## config.mk

```make
export PLATFORM = sky130hd
export DESIGN_NAME = channel_packet_demux_fifos
export DESIGN_NICKNAME = d
export VERILOG_FILES = /design/src/rtl/cpdf_pkg.sv /design/src/rtl/cpdf_frame.sv /design/src/rtl/cpdf_ring_ptr.sv /design/src/rtl/channel_packet_demux_fifos.sv
export SDC_FILE = /design/constraint.sdc
export NUM_CORES = 1
export LEC_CHECK = 0
export BUFFER_PORTS_ARGS = -buffer_cell sky130_fd_sc_hd__buf_2
export CAP_MARGIN = 20
export CORE_ASPECT_RATIO = 0.9
export CORE_MARGIN = 2
export CORE_UTILIZATION = 43
export CTS_CLUSTER_SIZE = 24
export DETAILED_ROUTE_END_ITERATION = 7
export GPL_TIMING_DRIVEN = 0
export MAX_ROUTING_LAYER = met4
export PLACE_DENSITY = 0.6
export SLEW_MARGIN = 10
export SYNTH_ARGS = -nofsm -noshare
export SYNTH_HDL_FRONTEND = slang
export SYNTH_SLANG_ARGS = --single-unit
```

## constraint.sdc

```tcl
create_clock -name clk -period 4.21 [get_ports clk]
set_input_delay 0.2105 -clock clk [delete_from_list [all_inputs] [get_ports clk]]
set_output_delay 0.2105 -clock clk [all_outputs]
set_load 0.01 [all_outputs]
```

## src/rtl/cpdf_pkg.sv

```systemverilog
// Shared types and constants for the channel packet demultiplexer.
`timescale 1ns / 1ps

package cpdf_pkg;

    localparam logic [7:0] START_BYTE = 8'hF0;

    localparam logic ACT_BYTE = 1'b0;
    localparam logic ACT_READ = 1'b1;

    typedef logic [1:0] status_t;

    localparam status_t ST_OK    = 2'd0;
    localparam status_t ST_EMPTY = 2'd1;
    localparam status_t ST_BADCH = 2'd2;

    typedef enum logic [4:0] {
        PH_START  = 5'b00001,
        PH_CHAN   = 5'b00010,
        PH_LEN_LO = 5'b00100,
        PH_LEN_HI = 5'b01000,
        PH_DATA   = 5'b10000
    } phase_t;

endpackage

```

## src/rtl/cpdf_frame.sv

```systemverilog
// Link frame decoder: start byte, channel, 16-bit length, payload.
`timescale 1ns / 1ps

module cpdf_frame #(
    parameter int CHANNELS = 2,
    localparam int CH_W = (CHANNELS > 1) ? $clog2(CHANNELS) : 1
) (
    input  logic            clk,
    input  logic            rst_n,
    input  logic            byte_en,
    input  logic [7:0]      link_byte,
    output logic            push,
    output logic [CH_W-1:0] push_channel
);
    import cpdf_pkg::*;

    localparam logic [8:0] CH_LIMIT = 9'(CHANNELS);

    phase_t            phase_reg;
    phase_t            phase_next;
    logic [CH_W-1:0]   channel_reg;
    logic [CH_W-1:0]   channel_next;
    logic [15:0]       remain_reg;
    logic [15:0]       remain_next;
    logic              chan_ok;

    assign chan_ok = ({1'b0, link_byte} < CH_LIMIT);

    always_comb
    begin
        phase_next   = phase_reg;
        channel_next = channel_reg;
        remain_next  = remain_reg;
        push         = 1'b0;
        if (byte_en)
        begin
            unique case (phase_reg)
                PH_START:
                begin
                    if (link_byte == START_BYTE)
                    begin
                        phase_next = PH_CHAN;
                    end
                end
                PH_CHAN:
                begin
                    if (chan_ok)
                    begin
                        channel_next = link_byte[CH_W-1:0];
                        phase_next   = PH_LEN_LO;
                    end
                    else
                    begin
                        phase_next = PH_START;
                    end
                end
                PH_LEN_LO:
                begin
                    remain_next = {8'd0, link_byte};
                    phase_next  = PH_LEN_HI;
                end
                PH_LEN_HI:
                begin
                    remain_next = {link_byte, remain_reg[7:0]};
                    phase_next  = ({link_byte, remain_reg[7:0]} != 16'd0) ? PH_DATA : PH_START;
                end
                PH_DATA:
                begin
                    push        = 1'b1;
                    remain_next = remain_reg - 16'd1;
                    if (remain_reg == 16'd1)
                    begin
                        phase_next = PH_START;
                    end
                end
                default:
                begin
                    phase_next = PH_START;
                end
            endcase
        end
    end

    assign push_channel = channel_reg;

    always_ff @(posedge clk or negedge rst_n)
    begin
        if (!rst_n)
        begin
            phase_reg   <= PH_START;
            channel_reg <= '0;
            remain_reg  <= '0;
        end
        else
        begin
            phase_reg   <= phase_next;
            channel_reg <= channel_next;
            remain_reg  <= remain_next;
        end
    end

endmodule

```

## src/rtl/cpdf_ring_ptr.sv

```systemverilog
// Read and write pointers of one channel's ring buffer.
`timescale 1ns / 1ps

module cpdf_ring_ptr #(
    parameter int DEPTH = 32,
    localparam int IDX_W = $clog2(DEPTH)
) (
    input  logic             clk,
    input  logic             rst_n,
    input  logic             push,
    input  logic             pop,
    output logic [IDX_W-1:0] rd_idx,
    output logic [IDX_W-1:0] wr_idx,
    output logic             empty
);

    localparam logic [IDX_W-1:0] LAST = IDX_W'(DEPTH - 1);

    logic [IDX_W-1:0] rd_reg;
    logic [IDX_W-1:0] rd_next;
    logic [IDX_W-1:0] wr_reg;
    logic [IDX_W-1:0] wr_next;
    logic [IDX_W-1:0] wr_inc;
    logic [IDX_W-1:0] rd_inc;

    assign wr_inc = (wr_reg == LAST) ? '0 : wr_reg + 1'b1;
    assign rd_inc = (rd_reg == LAST) ? '0 : rd_reg + 1'b1;

    // full buffer: a push drops the oldest byte
    always_comb
    begin
        rd_next = rd_reg;
        wr_next = wr_reg;
        if (push)
        begin
            wr_next = wr_inc;
            if (wr_inc == rd_reg)
            begin
                rd_next = rd_inc;
            end
        end
        else if (pop)
        begin
            rd_next = rd_inc;
        end
    end

    assign rd_idx = rd_reg;
    assign wr_idx = wr_reg;
    assign empty  = (rd_reg == wr_reg);

    always_ff @(posedge clk or negedge rst_n)
    begin
        if (!rst_n)
        begin
            rd_reg <= '0;
            wr_reg <= '0;
        end
        else
        begin
            rd_reg <= rd_next;
            wr_reg <= wr_next;
        end
    end

endmodule

```

## src/rtl/channel_packet_demux_fifos.sv

```systemverilog
// Top level: framed link demultiplexer with one ring buffer per channel.
//
//  Channel | Signals                                    | Direction
//  --------+--------------------------------------------+----------
//  in      | in_valid, in_stall, action, link_byte,     | into block
//          | read_channel                               |
//  out     | out_valid, out_stall, status, read_data    | out of block
//
// One item is accepted per cycle while in_stall is low; a read result appears
// in the cycle after its request, taken from the registered read port of the
// buffer memory. Link bytes produce no result. Reset clears the frame decoder
// and all ring pointers at once; buffer contents are not cleared.
// in_stall is high while a result is held under out_stall.
`timescale 1ns / 1ps

module channel_packet_demux_fifos #(
    parameter int CHANNELS = 2,
    parameter int DEPTH = 32
) (
    input  logic               clk,
    input  logic               rst_n,
    input  logic               in_valid,
    output logic               in_stall,
    input  logic               action,
    input  logic [7:0]         link_byte,
    input  logic [3:0]         read_channel,
    output logic               out_valid,
    input  logic               out_stall,
    output cpdf_pkg::status_t  status,
    output logic [7:0]         read_data
);
    import cpdf_pkg::*;

    localparam int CH_W   = (CHANNELS > 1) ? $clog2(CHANNELS) : 1;
    localparam int IDX_W  = $clog2(DEPTH);
    localparam int WORDS  = CHANNELS * DEPTH;
    localparam int ADDR_W = $clog2(WORDS);
    localparam logic [8:0] CH_LIMIT = 9'(CHANNELS);
    localparam logic [ADDR_W:0] DEPTH_A = (ADDR_W + 1)'(DEPTH);

    logic                  accept;
    logic                  byte_en;
    logic                  read_en;
    logic                  push;
    logic [CH_W-1:0]       push_channel;
    logic [CHANNELS-1:0]   push_vec;
    logic [CHANNELS-1:0]   pop_vec;
    logic [IDX_W-1:0]      rd_idx [CHANNELS];
    logic [IDX_W-1:0]      wr_idx [CHANNELS];
    logic [CHANNELS-1:0]   empty_vec;
    logic                  rd_ch_ok;
    logic [CH_W-1:0]       rd_sel;
    logic [ADDR_W:0]       wr_base;
    logic [ADDR_W:0]       rd_base;
    logic [ADDR_W-1:0]     wr_addr;
    logic [ADDR_W-1:0]     rd_addr;
    logic                  mem_re;
    status_t               status_next;

    logic [7:0]            mem [WORDS];
    logic [7:0]            rd_data_reg;
    logic                  out_valid_reg;
    status_t               status_reg;

    assign in_stall = out_valid_reg & out_stall;
    assign accept   = in_valid & ~in_stall;
    assign byte_en  = accept & (action == ACT_BYTE);
    assign read_en  = accept & (action == ACT_READ);

    cpdf_frame #(
        .CHANNELS(CHANNELS)
    ) u_frame (
        .clk          (clk),
        .rst_n        (rst_n),
        .byte_en      (byte_en),
        .link_byte    (link_byte),
        .push         (push),
        .push_channel (push_channel)
    );

    assign rd_ch_ok = ({5'd0, read_channel} < CH_LIMIT);
    assign rd_sel   = CH_W'(read_channel);

    for (genvar i = 0; i < CHANNELS; i++)
    begin : g_lane
        assign push_vec[i] = push & (push_channel == CH_W'(i));
        assign pop_vec[i]  = read_en & rd_ch_ok & (read_channel == 4'(i)) & ~empty_vec[i];

        cpdf_ring_ptr #(
            .DEPTH(DEPTH)
        ) u_ptr (
            .clk    (clk),
            .rst_n  (rst_n),
            .push   (push_vec[i]),
            .pop    (pop_vec[i]),
            .rd_idx (rd_idx[i]),
            .wr_idx (wr_idx[i]),
            .empty  (empty_vec[i])
        );
    end

    assign wr_base = (ADDR_W + 1)'(push_channel) * DEPTH_A;
    assign wr_addr = ADDR_W'(wr_base + (ADDR_W + 1)'(wr_idx[push_channel]));

    always_comb
    begin
        status_next = ST_BADCH;
        mem_re      = 1'b0;
        rd_base     = '0;
        rd_addr     = '0;
        if (rd_ch_ok)
        begin
            rd_base = (ADDR_W + 1)'(rd_sel) * DEPTH_A;
            rd_addr = ADDR_W'(rd_base + (ADDR_W + 1)'(rd_idx[rd_sel]));
            if (empty_vec[rd_sel])
            begin
                status_next = ST_EMPTY;
            end
            else
            begin
                status_next = ST_OK;
                mem_re      = read_en;
            end
        end
    end

    always_ff @(posedge clk)
    begin
        if (push)
        begin
            mem[wr_addr] <= link_byte;
        end
        if (mem_re)
        begin
            rd_data_reg <= mem[rd_addr];
        end
    end

    always_ff @(posedge clk)
    begin
        if (read_en)
        begin
            status_reg <= status_next;
        end
    end

    always_ff @(posedge clk or negedge rst_n)
    begin
        if (!rst_n)
        begin
            out_valid_reg <= 1'b0;
        end
        else if (accept)
        begin
            out_valid_reg <= read_en;
        end
        else if (!out_stall)
        begin
            out_valid_reg <= 1'b0;
        end
    end

    assign out_valid = out_valid_reg;
    assign status    = status_reg;
    assign read_data = (status_reg == ST_OK) ? rd_data_reg : 8'd0;

    a_one_pop: assert property (@(posedge clk) disable iff (!rst_n)
        $onehot0(pop_vec))
        else $error("more than one ring popped in a cycle");

    a_no_push_pop: assert property (@(posedge clk) disable iff (!rst_n)
        !((|push_vec) && (|pop_vec)))
        else $error("push and pop in the same cycle");

    a_byte_no_result: assert property (@(posedge clk) disable iff (!rst_n)
        byte_en |=> !out_valid)
        else $error("link byte produced a result");

    a_bad_channel: assert property (@(posedge clk) disable iff (!rst_n)
        (read_en && !rd_ch_ok) |=> (out_valid && status == ST_BADCH && read_data == 8'd0))
        else $error("out-of-range read not reported");

endmodule

```

==> results.ini <==
[power]
ir_drop_v=0.000336
power_density_mw_per_mm2=471
power_mw=12.3
leakagePower_nw=8.67

[synth]
synthMuxAreaShare_pct=3.20
synth_top_area_share_pct=67.8
synth-edff-count=522
synth_area_mm2=0.0231
yosysTopAreaCell=edfxtp_1
synth_seq_area_share_pct=72.5
synthesis.nets=1727
synth_cell_types=57
yosysMostFrequentCell=edfxtp_1
yosys.area_share.simple_pct=9.15
yosys_most_used_dff=edfxtp_1
yosysWarnings=0
syn_area_per_cell_um2=13.6
synth_commonest_cells=edfxtp_1 (522), nand2_1 (190), o21ai_0 (124)
ys_async_sr_fraction_pct=7.61
syn_inst=1700
synth_compound_gate_area_share_pct=11.7
synthAdderAreaFrac_pct=0.541
ys_seq_elements=565
synth_top_family_by_area=compound AO/OA/AOI/OAI gates
yosys-top-cells-area=edfxtp_1 (68%), dfrtp_1 (4.5%), nand2_1 (3.1%), o22ai_1 (2.8%), o21ai_0 (2.7%)
post_synth_xor_area_fraction_pct=0.834

[timing]
rsz0062_at_grt=false
fin_crit_sh_pct=98.5
hold_viol=0
clock_skew_ns=0.0195
worst_pin_slew_ns=1.14
tns_ns=0
setup_viol=0
clock.fmax_mhz=241
drv_slew=0
period_minus_slack_ns=4.15
slew_headroom_pct=24.0

[layout]
fin_util_pct=49.3
antenna_cells=0
syn_to_final_growth_pct=13.1
largest_reg_flops=512
fin_area_mm2=0.0261
layout-drive-gt1-share_pct=8.49
nets=1820

[run]
maxCapViolCount=0

[global_route]
antenna_found_initial=0
grt.met3_usage_pct=4.62
grt_usage_pct=25.0
gr-usage-met1_pct=36.9
grt_pass1_vias=14600
grt_pass1_wl_mm=97.7
grt-ovfl-total=0
met2_usage_pct=35.5
busiest_layer=met1
grt_max_degree=69

[worst_setup_path]
critPathLaunchType=flip-flop
slowest_delay_ns=0.69
r2r_start=g_lane[1].u_ptr.rd_idx[2]
rrSetupSlack_ns=0.06
worstReg2RegEnd=rd_data_reg[2]
critPathLaunch=g_lane[1].u_ptr.rd_idx[2]
worstPathRequired_ns=4.55
path_class=flip-flop to flip-flop
reg2reg_depth=9
worst_setup_path_end_kind=flip-flop
cp_cell_sequence=clkbuf_1, mux2_2, and2_1, clkbuf_1, clkbuf_1, a211oi_1, o21ai_0, nand4_1, or3_1
cp-endpoint=rd_data_reg[2]
crit_fanout=10
cp_common_cell=clkbuf_1
slowest_stage=clkbuf_1
cp.arrival_ns=4.49

[floorplan]
die_h_um=224
core_mm2=0.0531
rows=80
die_w_um=248
die_area_mm2=0.0556
ios=29
start_util_pct=43.6

[min_path]
min_path_type=input port to asynchronous set/reset pin

[clock_tree]
cts_max_path_buffers=3
cts_buffers=57
cts_root_buffer=clkbuf_16
clk_pin_slew_ns=0.06
cts_tree=done
cts.sinks=565
clk_latency_ns=0.62
htreeDepth=2

[detailed_routing]
routed_via_density=6.14
ant_nets=0
wl_per_cell_um=26.6
drt_pre_antenna_iters=6
initialDrtViolationCount=2233
routed_wl_mm=67.4
drc=0
vias=15600

[placed_design]
gp_congestion=0.925
dpl_cell_area_mm2=0.0242
port_buffers=27
hpwl_mm=44.3

[run_status]
status=complete, no violations

==> cell families after synthesis <==
group           count (synthesis)
simple gates                  469
fa+ha+maj                      10
buf+inv                       123
mux                            72
xor+xnor                       22
compound gates                439
flops                         565
==> metal layers <==
| metal | wire length [um] | up-vias |
|---|---|---|
| met3 | 6850 | 122 |
| met4 | 1910 | 0 |
| li1 | - | 6767 |
| met1 | 29100 | 7824 |
| met5 | 0 | - |
| met2 | 29500 | 858 |
==> worst min-delay path by stage <==
stage | start | endpoint | slack [ns]
after CTS | link_byte[4] | mem[18][4] | 0.04
after global routing | rst_n | u_frame.remain_reg[9] | 0.03
after detailed placement | rst_n | u_frame.remain_reg[9] | 0.45
after global placement | rst_n | u_frame.remain_reg[9] | 0.45
after floorplan | rst_n | g_lane[0].u_ptr.rd_idx[0] | -0.09
final | rst_n | u_frame.remain_reg[9] | 0.02
==> cell type report <==
type / count / area [um2]
repair buffers: 35 / 288
flip-flops and latches: 565 / 16800
fillers: 4549 / 26900
well taps: 697 / 872
multi-input cells: 1012 / 5890
clock buffers: 72 / 1490
clock inverters: 32 / 353
inverters: 11 / 41.3
plain buffers: 111 / 444
==> power by group <==
| part | internal, mW | total (mW) | leakage, nW | switching, mW |
|---|---|---|---|---|
| Combinational | 0.295 | 1.02 | 2.54 | 0.720 |
| Sequential | 6.16 | 6.21 | 5.25 | 0.0515 |
| Clock | 2.94 | 5.09 | 0.889 | 2.15 |
| Total | 9.40 | 12.3 | 8.67 | 2.92 |
==> repair_timing <==
item,in CTS,in global routing
setup endpoints to repair,4,4
gates resized for setup,4,8
hold buffers,2,0
hold endpoints to repair,43,0
gates cloned,0,0
buffers inserted,0,0
pin swaps,0,0
==> cells in the final DEF (no fill, tap or decap), types with 5 or more instances in the layout <==
cell       count
nand3b_1      11
clkbuf_1     102
o21ai_0      124
buf_2         32
a31oi_1       29
xor2_1        16
o211ai_1      17
nor3_1        31
a32oi_1        9
nand2_1      190
mux2i_1       55
nand4_1       11
nor3b_1        6
a21oi_1       77
inv_1         10
bufinv_16      7
clkinv_1       9
nor2_1       112
buf_12         6
dfrtp_1       42
a22oi_1       15
o22ai_1      103
and2_1        10
ha_1          10
clkbuf_16     57
o221ai_1       5
clkinv_2       7
or3_1         17
buf_1          8
nor4_1         5
xnor2_1        6
nand3_1       50
and3_1         8
a211oi_1      10
mux2_2        16
a221oi_1      29
edfxtp_1     522
buf_4          6
==> metrics by stage <==
stage	hold slack, ns	setup slack [ns]	std cells
floorplan	-0.0851	1.51	1700
global placement	0.450	-0.325	2424
detailed placement	0.446	-0.403	2429
CTS	0.0394	0.0839	2535
global route	0.0339	0.00673	2535
finish	0.0156	0.0617	2535
==> critical path, delay by kind of cell (launching register included) <==
kind,cells,cell delay (ns)
buf+inv,3,1.62
simple gates,3,0.97
compound gates,2,0.71
flops,1,0.32
mux,1,0.26
Note: power is estimated with default switching activity, not from simulation.
